$ cat src/rtl/etsc_pkg.sv
`default_nettype none

package etsc_pkg;

   // Configuration register indexes and reset values
   localparam logic       CSR_EPOCH_YEAR   = 1'b0;
   localparam logic       CSR_TZ_OFFSET    = 1'b1;
   localparam logic [13:0] EPOCH_YEAR_RESET = 14'd1970;
   localparam logic [4:0]  TZ_OFFSET_RESET  = 5'd0;

   localparam logic [31:0] SECS_PER_HOUR  = 32'd3600;
   localparam logic [9:0]  DAYS_PER_YEAR  = 10'd365;
   localparam logic [3:0]  LAST_MONTH_IDX = 4'd11;

   // Constant divider operations
   typedef logic [2:0] dop_type;
   localparam dop_type DOP_60  = 3'd0;
   localparam dop_type DOP_24  = 3'd1;
   localparam dop_type DOP_365 = 3'd2;
   localparam dop_type DOP_100 = 3'd3;
   localparam dop_type DOP_400 = 3'd4;

   // Where the datapath stores a divider result
   typedef logic [3:0] cap_type;
   localparam cap_type CAP_NONE = 4'd0;
   localparam cap_type CAP_SEC  = 4'd1;
   localparam cap_type CAP_MIN  = 4'd2;
   localparam cap_type CAP_HR   = 4'd3;
   localparam cap_type CAP_YD   = 4'd4;
   localparam cap_type CAP_ACC  = 4'd5;
   localparam cap_type CAP_BASE = 4'd6;
   localparam cap_type CAP_YLB  = 4'd7;
   localparam cap_type CAP_L100 = 4'd8;
   localparam cap_type CAP_L400 = 4'd9;

   typedef struct packed {
      logic    load;
      logic    mul;
      dop_type dop;
      cap_type cap;
      logic    month_step;
   } cmd_type;

   typedef struct packed {
      logic step_back;
      logic month_go;
   } sts_type;

   // Right shift applied before the reciprocal multiply
   function automatic logic [2:0] dop_pre(input dop_type dop);
      logic [2:0] pre;
      unique case (dop)
         DOP_60:  pre = 3'd2;
         DOP_24:  pre = 3'd3;
         DOP_100: pre = 3'd2;
         DOP_400: pre = 3'd4;
         default: pre = 3'd0;
      endcase
      return pre;
   endfunction

   // Reciprocals: /15 and /25 exact over 32 bits, /3 exact over 32 bits,
   // /365 exact below 2^16
   function automatic logic [31:0] dop_magic(input dop_type dop);
      logic [31:0] magic;
      unique case (dop)
         DOP_60:  magic = 32'h8888_8889;
         DOP_24:  magic = 32'hAAAA_AAAB;
         DOP_365: magic = 32'd91930;
         default: magic = 32'h51EB_851F;
      endcase
      return magic;
   endfunction

   function automatic logic [5:0] dop_shift(input dop_type dop);
      logic [5:0] sh;
      unique case (dop)
         DOP_24:  sh = 6'd33;
         DOP_365: sh = 6'd25;
         default: sh = 6'd35;
      endcase
      return sh;
   endfunction

   function automatic logic [8:0] dop_divisor(input dop_type dop);
      logic [8:0] d;
      unique case (dop)
         DOP_60:  d = 9'd60;
         DOP_24:  d = 9'd24;
         DOP_365: d = 9'd365;
         DOP_100: d = 9'd100;
         default: d = 9'd400;
      endcase
      return d;
   endfunction

   function automatic logic [4:0] month_len(input logic leap, input logic [3:0] m);
      logic [4:0] len;
      unique case (m)
         4'd1:                     len = leap ? 5'd29 : 5'd28;
         4'd3, 4'd5, 4'd8, 4'd10:  len = 5'd30;
         default:                  len = 5'd31;
      endcase
      return len;
   endfunction

endpackage

`default_nettype wire

$ cat src/rtl/etsc_cdiv.sv
`default_nettype none

module etsc_cdiv
   import etsc_pkg::*;
(
   input  wire logic        clock,
   input  wire logic        mul_en,
   input  wire dop_type     dop,
   input  wire logic [31:0] operand,
   output logic      [31:0] quotient,
   output logic      [8:0]  remainder
);

   logic [63:0] prod_ff;
   logic [63:0] prod_in;
   logic [31:0] scaled;
   logic [63:0] shifted;
   logic [31:0] qd;
   logic [31:0] diff;

   // Multiply stage: scaled operand times reciprocal, registered in prod_ff
   always_comb begin
      scaled  = operand >> dop_pre(dop);
      prod_in = mul_en ? (64'(scaled) * 64'(dop_magic(dop))) : prod_ff;
   end

   always_ff @(posedge clock) begin
      prod_ff <= prod_in;
   end

   // Result stage: quotient from the registered product, remainder by back-multiply
   always_comb begin
      shifted   = prod_ff >> dop_shift(dop);
      quotient  = shifted[31:0];
      qd        = quotient * {23'd0, dop_divisor(dop)};
      diff      = operand - qd;
      remainder = diff[8:0];
   end

endmodule

`default_nettype wire

$ cat src/rtl/etsc_dp.sv
`default_nettype none

module etsc_dp
   import etsc_pkg::*;
(
   input  wire logic        clock,
   input  wire logic        reset,
   input  wire logic        csr_we,
   input  wire logic        csr_index,
   input  wire logic [13:0] csr_wdata,
   input  wire logic [31:0] req_seconds,
   input  wire cmd_type     cmd,
   output sts_type          sts,
   output logic      [13:0] rsp_year,
   output logic      [3:0]  rsp_month,
   output logic      [4:0]  rsp_day_of_month,
   output logic      [4:0]  rsp_hour,
   output logic      [5:0]  rsp_minute,
   output logic      [5:0]  rsp_second_of_minute
);

   logic [13:0] epoch_ff, epoch_in;
   logic [4:0]  tz_ff, tz_in;
   logic [31:0] n_ff, n_in;
   logic [5:0]  sec_ff, sec_in;
   logic [5:0]  min_ff, min_in;
   logic [4:0]  hr_ff, hr_in;
   logic [14:0] year_ff, year_in;
   logic [9:0]  day_ff, day_in;
   logic [12:0] acc_ff, acc_in;
   logic [12:0] base_ff, base_in;
   logic        zy_ff, zy_in;
   logic        r100z_ff, r100z_in;
   logic        leap_ff, leap_in;
   logic [3:0]  m_ff, m_in;

   logic [31:0] div_q;
   logic [8:0]  div_r;
   logic [31:0] tz_ext;
   logic [31:0] offset_secs;
   logic [12:0] lb;
   logic [12:0] leaps;
   logic [9:0]  day_adj;
   logic [4:0]  cur_len;
   logic [14:0] year_m1;
   logic [14:0] year_m2;
   logic [14:0] epoch_m1;

   etsc_cdiv u_cdiv (
      .clock     (clock),
      .mul_en    (cmd.mul),
      .dop       (cmd.dop),
      .operand   (n_ff),
      .quotient  (div_q),
      .remainder (div_r)
   );

   always_comb begin
      tz_ext      = {{27{tz_ff[4]}}, tz_ff};
      offset_secs = tz_ext * SECS_PER_HOUR;
      lb          = zy_ff ? 13'd0 : (acc_ff + div_q[12:0]);
      leaps       = lb - base_ff;
      day_adj     = ({3'd0, day_ff} >= leaps) ? (day_ff - leaps[9:0]) : 10'd0;
      cur_len     = month_len(leap_ff, m_ff);
      year_m1     = year_ff - 15'd1;
      year_m2     = year_ff - 15'd2;
      epoch_m1    = {1'b0, epoch_ff} - 15'd1;
      sts.step_back = ({3'd0, day_ff} < leaps) && (year_ff > {1'b0, epoch_ff});
      sts.month_go  = (m_ff < LAST_MONTH_IDX) && (day_ff >= {5'd0, cur_len});
   end

   always_comb begin
      epoch_in = epoch_ff;
      tz_in    = tz_ff;
      n_in     = n_ff;
      sec_in   = sec_ff;
      min_in   = min_ff;
      hr_in    = hr_ff;
      year_in  = year_ff;
      day_in   = day_ff;
      acc_in   = acc_ff;
      base_in  = base_ff;
      zy_in    = zy_ff;
      r100z_in = r100z_ff;
      leap_in  = leap_ff;
      m_in     = m_ff;

      if (csr_we) begin
         unique case (csr_index)
            CSR_EPOCH_YEAR: epoch_in = csr_wdata;
            CSR_TZ_OFFSET:  tz_in    = csr_wdata[4:0];
            default:        epoch_in = epoch_ff;
         endcase
      end

      if (cmd.load) begin
         n_in = req_seconds + offset_secs;
      end

      unique case (cmd.cap)
         CAP_SEC: begin
            sec_in = div_r[5:0];
            n_in   = div_q;
         end
         CAP_MIN: begin
            min_in = div_r[5:0];
            n_in   = div_q;
         end
         CAP_HR: begin
            hr_in = div_r[4:0];
            n_in  = div_q;
         end
         CAP_YD: begin
            year_in = {1'b0, epoch_ff} + div_q[14:0];
            day_in  = {1'b0, div_r};
            n_in    = {17'd0, epoch_m1};
            zy_in   = (epoch_ff == 14'd0);
         end
         CAP_ACC: begin
            acc_in = n_ff[14:2] - div_q[12:0] + 13'd1;
         end
         CAP_BASE: begin
            base_in = lb;
            n_in    = {17'd0, year_m1};
            zy_in   = (year_ff == 15'd0);
         end
         CAP_YLB: begin
            if (sts.step_back) begin
               year_in = year_m1;
               day_in  = day_ff + DAYS_PER_YEAR;
               n_in    = {17'd0, year_m2};
               zy_in   = (year_m1 == 15'd0);
            end else begin
               day_in = day_adj;
               n_in   = {17'd0, year_ff};
            end
         end
         CAP_L100: begin
            r100z_in = (div_r == 9'd0);
         end
         CAP_L400: begin
            leap_in = ((year_ff[1:0] == 2'd0) && !r100z_ff) || (div_r == 9'd0);
            m_in    = 4'd0;
         end
         default: begin
            n_in = n_in;
         end
      endcase

      if (cmd.month_step && sts.month_go) begin
         day_in = day_ff - {5'd0, cur_len};
         m_in   = m_ff + 4'd1;
      end
   end

   always_ff @(posedge clock) begin
      if (reset) begin
         epoch_ff <= EPOCH_YEAR_RESET;
         tz_ff    <= TZ_OFFSET_RESET;
      end else begin
         epoch_ff <= epoch_in;
         tz_ff    <= tz_in;
      end
   end

   always_ff @(posedge clock) begin
      n_ff     <= n_in;
      sec_ff   <= sec_in;
      min_ff   <= min_in;
      hr_ff    <= hr_in;
      year_ff  <= year_in;
      day_ff   <= day_in;
      acc_ff   <= acc_in;
      base_ff  <= base_in;
      zy_ff    <= zy_in;
      r100z_ff <= r100z_in;
      leap_ff  <= leap_in;
      m_ff     <= m_in;
   end

   always_comb begin
      rsp_year             = year_ff[13:0];
      rsp_month            = m_ff + 4'd1;
      rsp_day_of_month     = day_ff[4:0] + 5'd1;
      rsp_hour             = hr_ff;
      rsp_minute           = min_ff;
      rsp_second_of_minute = sec_ff;
   end

endmodule

`default_nettype wire

$ cat src/rtl/etsc_ctrl.sv
`default_nettype none

module etsc_ctrl
   import etsc_pkg::*;
(
   input  wire logic    clock,
   input  wire logic    reset,
   input  wire logic    start,
   input  wire sts_type sts,
   output cmd_type      cmd,
   output logic         busy,
   output logic         rsp_strobe
);

   localparam logic [4:0] ST_IDLE  = 5'd0;
   localparam logic [4:0] ST_M60A  = 5'd1;
   localparam logic [4:0] ST_C60A  = 5'd2;
   localparam logic [4:0] ST_M60B  = 5'd3;
   localparam logic [4:0] ST_C60B  = 5'd4;
   localparam logic [4:0] ST_M24   = 5'd5;
   localparam logic [4:0] ST_C24   = 5'd6;
   localparam logic [4:0] ST_M365  = 5'd7;
   localparam logic [4:0] ST_C365  = 5'd8;
   localparam logic [4:0] ST_BM100 = 5'd9;
   localparam logic [4:0] ST_BC100 = 5'd10;
   localparam logic [4:0] ST_BM400 = 5'd11;
   localparam logic [4:0] ST_BC400 = 5'd12;
   localparam logic [4:0] ST_YM100 = 5'd13;
   localparam logic [4:0] ST_YC100 = 5'd14;
   localparam logic [4:0] ST_YM400 = 5'd15;
   localparam logic [4:0] ST_YC400 = 5'd16;
   localparam logic [4:0] ST_LM100 = 5'd17;
   localparam logic [4:0] ST_LC100 = 5'd18;
   localparam logic [4:0] ST_LM400 = 5'd19;
   localparam logic [4:0] ST_LC400 = 5'd20;
   localparam logic [4:0] ST_MONTH = 5'd21;
   localparam logic [4:0] ST_DONE  = 5'd22;

   logic [4:0] state_ff, state_in;

   always_comb begin
      cmd      = '0;
      state_in = state_ff;
      unique case (state_ff)
         ST_IDLE: begin
            if (start) begin
               cmd.load = 1'b1;
               state_in = ST_M60A;
            end
         end
         ST_M60A: begin
            cmd.mul = 1'b1; cmd.dop = DOP_60; state_in = ST_C60A;
         end
         ST_C60A: begin
            cmd.dop = DOP_60; cmd.cap = CAP_SEC; state_in = ST_M60B;
         end
         ST_M60B: begin
            cmd.mul = 1'b1; cmd.dop = DOP_60; state_in = ST_C60B;
         end
         ST_C60B: begin
            cmd.dop = DOP_60; cmd.cap = CAP_MIN; state_in = ST_M24;
         end
         ST_M24: begin
            cmd.mul = 1'b1; cmd.dop = DOP_24; state_in = ST_C24;
         end
         ST_C24: begin
            cmd.dop = DOP_24; cmd.cap = CAP_HR; state_in = ST_M365;
         end
         ST_M365: begin
            cmd.mul = 1'b1; cmd.dop = DOP_365; state_in = ST_C365;
         end
         ST_C365: begin
            cmd.dop = DOP_365; cmd.cap = CAP_YD; state_in = ST_BM100;
         end
         ST_BM100: begin
            cmd.mul = 1'b1; cmd.dop = DOP_100; state_in = ST_BC100;
         end
         ST_BC100: begin
            cmd.dop = DOP_100; cmd.cap = CAP_ACC; state_in = ST_BM400;
         end
         ST_BM400: begin
            cmd.mul = 1'b1; cmd.dop = DOP_400; state_in = ST_BC400;
         end
         ST_BC400: begin
            cmd.dop = DOP_400; cmd.cap = CAP_BASE; state_in = ST_YM100;
         end
         ST_YM100: begin
            cmd.mul = 1'b1; cmd.dop = DOP_100; state_in = ST_YC100;
         end
         ST_YC100: begin
            cmd.dop = DOP_100; cmd.cap = CAP_ACC; state_in = ST_YM400;
         end
         ST_YM400: begin
            cmd.mul = 1'b1; cmd.dop = DOP_400; state_in = ST_YC400;
         end
         ST_YC400: begin
            cmd.dop  = DOP_400;
            cmd.cap  = CAP_YLB;
            state_in = sts.step_back ? ST_YM100 : ST_LM100;
         end
         ST_LM100: begin
            cmd.mul = 1'b1; cmd.dop = DOP_100; state_in = ST_LC100;
         end
         ST_LC100: begin
            cmd.dop = DOP_100; cmd.cap = CAP_L100; state_in = ST_LM400;
         end
         ST_LM400: begin
            cmd.mul = 1'b1; cmd.dop = DOP_400; state_in = ST_LC400;
         end
         ST_LC400: begin
            cmd.dop = DOP_400; cmd.cap = CAP_L400; state_in = ST_MONTH;
         end
         ST_MONTH: begin
            cmd.month_step = 1'b1;
            state_in       = sts.month_go ? ST_MONTH : ST_DONE;
         end
         ST_DONE: begin
            state_in = ST_IDLE;
         end
         default: begin
            state_in = ST_IDLE;
         end
      endcase
   end

   always_ff @(posedge clock) begin
      if (reset) begin
         state_ff <= ST_IDLE;
      end else begin
         state_ff <= state_in;
      end
   end

   always_comb begin
      busy       = (state_ff != ST_IDLE);
      rsp_strobe = (state_ff == ST_DONE);
   end

   a_accept_starts: assert property (@(posedge clock) disable iff (reset)
      (start && !busy) |=> (state_ff == ST_M60A))
      else $error("accepted transaction did not start the divide sequence");

   a_strobe_single: assert property (@(posedge clock) disable iff (reset)
      rsp_strobe |=> (!rsp_strobe && !busy))
      else $error("result strobe not followed by idle");

   a_month_exit: assert property (@(posedge clock) disable iff (reset)
      ((state_ff == ST_MONTH) && !sts.month_go) |=> rsp_strobe)
      else $error("month walk ended without a result");

   a_load_idle_only: assert property (@(posedge clock) disable iff (reset)
      cmd.load |-> (start && !busy))
      else $error("operand loaded outside an accepted transaction");

endmodule

`default_nettype wire

$ cat src/rtl/epoch_seconds_to_calendar_top.sv
`default_nettype none

// Channel   Direction  Handshake            Payload
// request   in         start & !busy        req_seconds
// response  out        rsp_strobe (1 cycle) rsp_year, rsp_month, rsp_day_of_month,
//                                           rsp_hour, rsp_minute, rsp_second_of_minute
// csr       in         csr_we               csr_index, csr_wdata
//
// rsp_strobe rises once the divisions and the month walk are done; busy drops
// in the cycle after it, and a new request is taken only while busy is low.
// Each division runs on the shared reciprocal divider as a multiply and a
// capture step (ten divisions, twelve when the year steps back); the month walk
// then goes one month per cycle. Reset is synchronous and active high; it
// returns the sequencer to idle and loads epoch year 1970 and a zero timezone
// offset. Results on the rsp_ ports hold from the strobe cycle until the next
// request; the receiver cannot stall. Write the csr port only while busy is low.

module epoch_seconds_to_calendar_top
   import etsc_pkg::*;
(
   input  wire logic        clock,
   input  wire logic        reset,
   // request
   input  wire logic        start,
   output logic             busy,
   input  wire logic [31:0] req_seconds,
   // response
   output logic             rsp_strobe,
   output logic      [13:0] rsp_year,
   output logic      [3:0]  rsp_month,
   output logic      [4:0]  rsp_day_of_month,
   output logic      [4:0]  rsp_hour,
   output logic      [5:0]  rsp_minute,
   output logic      [5:0]  rsp_second_of_minute,
   // configuration
   input  wire logic        csr_we,
   input  wire logic        csr_index,
   input  wire logic [13:0] csr_wdata
);

   // Command and status between the sequencer and the datapath
   cmd_type cmd;
   sts_type sts;

   // Sequencer: steps the divider through seconds, minutes, hours, days, the year
   // estimate, the leap-day step-back and the leap-year test, then walks the months
   etsc_ctrl u_ctrl (
      .clock      (clock),
      .reset      (reset),
      .start      (start),
      .sts        (sts),
      .cmd        (cmd),
      .busy       (busy),
      .rsp_strobe (rsp_strobe)
   );

   // Datapath: config registers, working registers, shared divider
   etsc_dp u_dp (
      .clock                (clock),
      .reset                (reset),
      .csr_we               (csr_we),
      .csr_index            (csr_index),
      .csr_wdata            (csr_wdata),
      .req_seconds          (req_seconds),
      .cmd                  (cmd),
      .sts                  (sts),
      .rsp_year             (rsp_year),
      .rsp_month            (rsp_month),
      .rsp_day_of_month     (rsp_day_of_month),
      .rsp_hour             (rsp_hour),
      .rsp_minute           (rsp_minute),
      .rsp_second_of_minute (rsp_second_of_minute)
   );

endmodule

`default_nettype wire
$ cat config.mk
export PLATFORM = sky130hd
export DESIGN_NAME = epoch_seconds_to_calendar_top
export DESIGN_NICKNAME = d
export VERILOG_FILES = /design/src/rtl/etsc_pkg.sv /design/src/rtl/etsc_cdiv.sv /design/src/rtl/etsc_dp.sv /design/src/rtl/etsc_ctrl.sv /design/src/rtl/epoch_seconds_to_calendar_top.sv
export SDC_FILE = /design/constraint.sdc
export NUM_CORES = 2
export LEC_CHECK = 0
export ABC_AREA = 1
export BUFFER_PORTS_ARGS = -buffer_cell sky130_fd_sc_hd__buf_4
export CORE_MARGIN = 2
export CORE_UTILIZATION = 55
export CTS_CLUSTER_DIAMETER = 150
export CTS_CLUSTER_SIZE = 25
export DETAILED_ROUTE_END_ITERATION = 7
export PLACE_DENSITY_LB_ADDON = 0.1
export RECOVER_POWER = 50
export SLEW_MARGIN = 20
export SYNTH_ARGS = -nofsm -noshare
export SYNTH_HDL_FRONTEND = slang
export SYNTH_SLANG_ARGS = --single-unit
export TNS_END_PERCENT = 50
$ cat constraint.sdc
create_clock -name clock -period 7.8 [get_ports clock]
set_clock_uncertainty 0.15 [all_clocks]
set_input_delay 0.39 -clock clock [delete_from_list [all_inputs] [get_ports clock]]
set_output_delay 0.39 -clock clock [all_outputs]
set_load 0.02 [all_outputs]
## Word level (Yosys, flattened, before mapping)

Index checks and enable logic that the tools add are counted.

| operators by class | value |
|---|---|
| reduce and logical (&&, ||, !) cells | 32 |
| divide/modulo/power cells | 0 |
| multiplexer cells | 30 |
| shifts and indexed selects | 2 |
| $mul | 3 |
| order comparisons | 5 |
| equality and inequality tests | 42 |
| add/sub/neg operators | 15 |
| bitwise gates (word level) | 1 |

Operator list:

| operator | number |
|---|---|
| 32-bit case mux with 4 select lines | 1 |
| 5-bit case mux with 22 select lines | 1 |
| 32-bit case mux with 3 select lines | 1 |
| 32-bit by 32-bit multiplier with 64-bit output | 1 |
| 64-bit by 6-bit right shift with 32-bit output | 1 |
| 5-bit by 4-bit == test with 1-bit output (second input constant) | 8 |
| 4-bit case mux with 9 select lines | 1 |
| 9-bit case mux with 4 select lines | 1 |
| 5-bit == test (second input constant) | 7 |
| 32-bit adder | 1 |
| 32-bit by 8-bit multiplier with 28-bit output (second input constant) | 1 |
| 32-bit by 9-bit multiplier with 9-bit output | 1 |
| 32-bit two-way mux | 1 |
| 32-bit by 3-bit right shift with 32-bit output | 1 |
| 15-bit logical NOT | 2 |
| 10-bit two-way mux | 3 |
| 15-bit two-way mux | 2 |
| 15-bit case mux with 2 select lines | 1 |
| 13-bit subtractor | 2 |
| 4-bit by 3-bit == test with 1-bit output (second input constant) | 5 |
| 5-bit by 3-bit == test with 1-bit output (second input constant) | 4 |
| 10-bit case mux with 2 select lines | 1 |
| 4-bit == test (second input constant) | 4 |
| 14-bit by 15-bit adder with 15-bit output | 1 |
| 52 further kinds | 78 |

| storage, ports and cells | value |
|---|---|
| memories kept | 0 |
| ROM bits | 0 |
| register bits after elaboration | 195 |
| RAM bits | 0 |
| input port bits | 51 |
| output and inout bits | 42 |
| bits in latches | 0 |

## Longest topological paths before layout

| logic depth | value |
|---|---|
| depth in word-level cells | 14 |
| gate-level depth with buffers | 47 |
| gate-level depth less buffers | 44 |

## Cells and area by module

From an unflattened synthesis, not the netlist that was laid out.

| second synthesis, totals | value |
|---|---|
| cells, all modules | 5623 |
| area total of the unflattened synthesis | 45961.6 um2 |

By module, submodules not included:

| module | area an instance (um2) | seq. area each (um2) | cells an instance | times used |
|---|---|---|---|---|
| etsc_cdiv | 33310.7 | 1171.1 | 3982 | 1 |
| etsc_dp | 12012.8 | 3593.4 | 1514 | 1 |
| etsc_ctrl | 638.1 | 100.1 | 127 | 1 |

## Least setup slack after synthesis

No wires, ideal clock.

| timing | value |
|---|---|
| path kind | register to register |
| from | register u_ctrl.state_ff[1] |
| to | register u_dp.u_cdiv.prod_ff[41], data pin |
| slack | -0.614 ns |
| arrival time | 8.011 ns |
| period minus slack after synthesis | 8.414 ns |
| required time | 7.398 ns |
| cell stages (with the launch flop) | 41 |
| buffers on the path | 1 |
| cells stage by stage | dfxtp_1 -> inv_1 -> nor2_1 -> o21ai_4 -> buf_2 -> nor2_1 -> inv_1 -> o21ai_0 -> inv_1 -> o21ai_1 -> or2_1 -> o21ai_2 -> nor2_1 -> inv_1 -> fa_1 -> inv_1 -> fa_1 -> fa_1 -> [5 not listed] -> fa_1 -> inv_1 -> fa_1 -> fa_1 -> ha_1 -> nand2_1 -> nor2_1 -> nand2_1 -> inv_1 -> nand4_1 -> o211ai_1 -> nand2_1 -> nand2_1 -> a21oi_1 -> o21ai_0 -> nand2_1 -> nand3_1 -> nand2_1 |

| on the way | value |
|---|---|
| cells in the longest elaborated chain, start to end | 8 |

RTL lines:

| what | RTL line | RTL |
|---|---|---|
| start: declaration | etsc_ctrl.sv:39 | `logic [4:0] state_ff, state_in;` |
| start signal: assignment | etsc_ctrl.sv:130 | `state_ff <= state_in;` |
| 5-bit by 4-bit == test with 1-bit output, or another cell as far along | etsc_ctrl.sv:44 | `unique case (state_ff)` |
| 6-bit OR reduction (no line) / 2-bit OR reduction (equally long branches) | n/a |  |
| 3-bit case mux with 4 select lines (*) | etsc_ctrl.sv:44 |  |
| 3-bit by 2-bit == test with 1-bit output / 3-bit logical NOT (equally long branches) | etsc_pkg.sv:52, etsc_pkg.sv:66 |  |
| 2-bit OR reduction (no line) | n/a |  |
| 3-bit case mux with 3 select lines | etsc_pkg.sv:52 | `unique case (dop)` |
| 32-bit by 3-bit right shift with 32-bit output | etsc_cdiv.sv:23 | `scaled = operand >> dop_pre(dop);` |
| 32-bit by 32-bit multiplier with 64-bit output (*) | etsc_cdiv.sv:24 | `prod_in = mul_en ? (64'(scaled) * 64'(dop_magic(dop))) : prod_ff;` |
| end signal: assignment | etsc_cdiv.sv:28 | `prod_ff <= prod_in;` |
| end: declaration | etsc_cdiv.sv:14 | `logic [63:0] prod_ff;` |

Mark *: on every way between the ends. The rest lies on a longest branch, timed or not.
A chain may end at the register's enable or synchronous reset.

## Final worst setup path

| timing | value |
|---|---|
| from | register u_ctrl.state_ff[4] |
| to | register u_dp.u_cdiv.prod_ff[61], data pin |

The elaborated chain is that of the path after synthesis.

==> reports/qor.txt <==
area grow syn2layout = 24.6%
drt first pass iters = 8
clock sink total = 170
routed vias = 38400
Worst slew margin = 34.2%
ANT nets after route = 0
Reg clk slew, reported paths = 0.08 ns
MaxCap Viol Count = 0
Sequential Area = 0.00488 sq mm
Final Critical Period = 8.74 ns
max-slew violations = 0
HP Class = in2reg
Worst Path Required = 7.87 ns
hpwl dp = 136 mm
first-pass GRT wire length = 231 mm
YS warnings = 0
H-tree depth = 4
Post-Place Worst Slack = -1.51 ns
Post-synth EDFFs = 146
Placer Congestion = 1.03
IO Pins = 93
GRT Resource Usage Total = 37.7%
Hold Fails Final Rpt = 0
Post-Syn Instances = 5228
deepest clock path buffer count = 2
Synth Flop Type = edfxtp_1
FF-to-FF path depth = 45
total core area = 0.0802 sq mm
die area = 0.0828 sq mm
CTS buffer count = 17
worst-skew pair later-pin latency = 0.46 ns
Critical Path Fanout Max = 6
die height = 288 microns
failing checks = negative setup slack
largest cells by area after synthesis = fa_1 34%, ha_1 17%, inv_1 12%, edfxtp_1 9.9%, nand2_1 5.1%
routed vias/inst = 5.37
endpoint arrival time on the critical path = 8.80 ns
Setup TNS = -28.26 ns
Top cell by count, worst path = inv_1
setup ws final = -0.938 ns
FILL cells = 6712
initial antenna violation count = 1
Commonest cells post-synth = 1384 x inv_1, 749 x fa_1, 607 x nand2_1
drc violations = 0
aggregate routed wire length = 155 mm
most frequent cell after synthesis = inv_1
Synth top area share = 33.9%
Max Fclk = 114 MHz
Hold Path Depth = 3
share of layout cells above drive strength 1 = 23.4%
final setup fails = 39
synthesized area per cell = 8.47 sq um
post-layout net count = 7483
antenna cell count = 0
largest net degree at the start of global routing = 46
WHS = 0.00991 ns
CP peak stage delay = 0.64 ns
Seq/Total Area, Yosys = 11.0%
Synth Cell Area = 0.0443 sq mm
area taken by multi-input logic gates = 0.0357 sq mm
FP Rows = 104
TritonCTS clock tree = built
CP Capture Type = flop
root buffer cell = clkbuf_16
wire per inst = 21.7 microns
Worst path slowest cell = fa_2
buffers added on ports = 92
number of global-route vias before repair = 38800
Worst Setup Start Kind = flop
GRT Residual Overflow = 0
top cell type by total area after synthesis = fa_1
Initial Utilization = 55.3%
Post-synth ARST share = 0%
FF+latch count, synth = 170
die width = 288 microns
library cells used by synthesis = 64
DR iter-0 viols = 3272
unrepaired setup endpoints after global routing = yes
status = finished with violations
fin crit share = 112%
Worst-Margin Slew = 0.986 ns
Setup CP Type = reg2reg
-- per-layer routing --
layer  up-vias  global-route usage, %  share of wire (%)
met3       283                   4.44                7.3
met5         -                      0             0.0071
li1      17800                      -                  -
met4         2                   15.6                5.0
met2      1497                   59.7                 45
met1     18900                   52.7                 42
-- cell usage in the layout, fill, tap and decap left out, types with 29 or more instances in the layout --
master | netlist | layout
nand2_2 | 9 | 43
nand4_1 | 48 | 48
o21ai_0 | 188 | 144
buf_12 | 0 | 29
ha_1 | 599 | 564
nor2_1 | 497 | 392
nor3_1 | 34 | 31
xnor2_1 | 40 | 39
nor2_4 | 7 | 44
nor2_2 | 12 | 80
conb_1 | 2 | 42
inv_2 | 16 | 64
nand2_1 | 607 | 558
a21oi_1 | 249 | 213
o21ai_1 | 15 | 32
edfxtp_1 | 146 | 146
inv_1 | 1384 | 1333
ha_4 | 0 | 33
xor2_1 | 123 | 118
o21ai_4 | 4 | 29
buf_4 | 18 | 839
nand3_1 | 130 | 122
fa_1 | 749 | 697
fa_2 | 0 | 52
-- registers in the layout (all words and copies together), names as in the netlist, 6 cells and up --
signal and cells:
u_dp.rsp_minute 6, u_dp.day_ff 10, u_dp.base_ff 13, u_dp.year_ff 15
u_dp.rsp_second_of_minute 6, u_dp.n_ff 32, u_dp.epoch_ff 14, u_dp.acc_ff 13
u_dp.u_cdiv.prod_ff 39
-- worst max-delay path: cells and delay by family, from the launching register on --
kind            cells  cell delay, ns
flops               1            0.38
compound gates      4            0.44
buf+inv            15            1.51
simple gates       16            1.74
xor+xnor            1            0.17
fa+ha+maj           9            4.09
-- logic make-up after synthesis --
family	after synthesis	share of synthesized area, %
fa+ha+maj	1348	50.8
buf+inv	1508	13.2
mux	6	0.138
other cells	2	0.0170
flops	170	11.0
simple gates	1395	13.3
xor+xnor	163	3.22
compound gates	636	8.42
-- layout make-up --
class / count / share of cell area (%)
Sequential cell: 170 / 8.85
Timing Repair Buffer: 903 / 13.3
Clock buffer: 18 / 0.778
Multi-Input combinational cell: 3590 / 64.7
Tap cell: 1060 / 2.40
Inverter: 1402 / 9.58
Clock inverter: 14 / 0.329
-- final timing paths --
kind | from | to | slack [ns]
worst min-delay path | csr_wdata[5] | u_dp.epoch_ff[5]$_SDFFE_PP1P_ | 0.01
worst min register to register | u_dp.epoch_ff[0]$_SDFFE_PP0P_ | u_dp.epoch_ff[0]$_SDFFE_PP0P_ | 0.42
worst max-delay path | u_ctrl.state_ff[4]$_SDFFE_PP0P_ | u_dp.u_cdiv.prod_ff[61]$_DFFE_PP_ | -0.94
worst max register to register | u_ctrl.state_ff[4]$_SDFFE_PP0P_ | u_dp.u_cdiv.prod_ff[61]$_DFFE_PP_ | -0.94
-- through the flow --
stage	utilization [%]	area [sq um]	std cells
6_report	68.8	55200	7157
5_1_grt	68.8	55200	7157
3_5_place_dp	64.7	51900	7032
3_3_place_gp	64.7	51900	7032
4_1_cts	67.3	53900	7110
2_1_floorplan	-	44800	5268
-- timing repair --
| item | CTS | global route |
|---|---|---|
| hold buffers | 4 | 0 |
| pin swaps | 135 | 76 |
| endpoints found under the hold margin | 4 | 0 |
| resized for setup | 269 | 219 |
| buffers inserted | 41 | 42 |
| gates cloned | 1 | 6 |
| endpoints found under the setup margin | 39 | 39 |
Power is not shown: default switching activity piles up to over one toggle a cycle in this logic, so the estimate is an artifact.
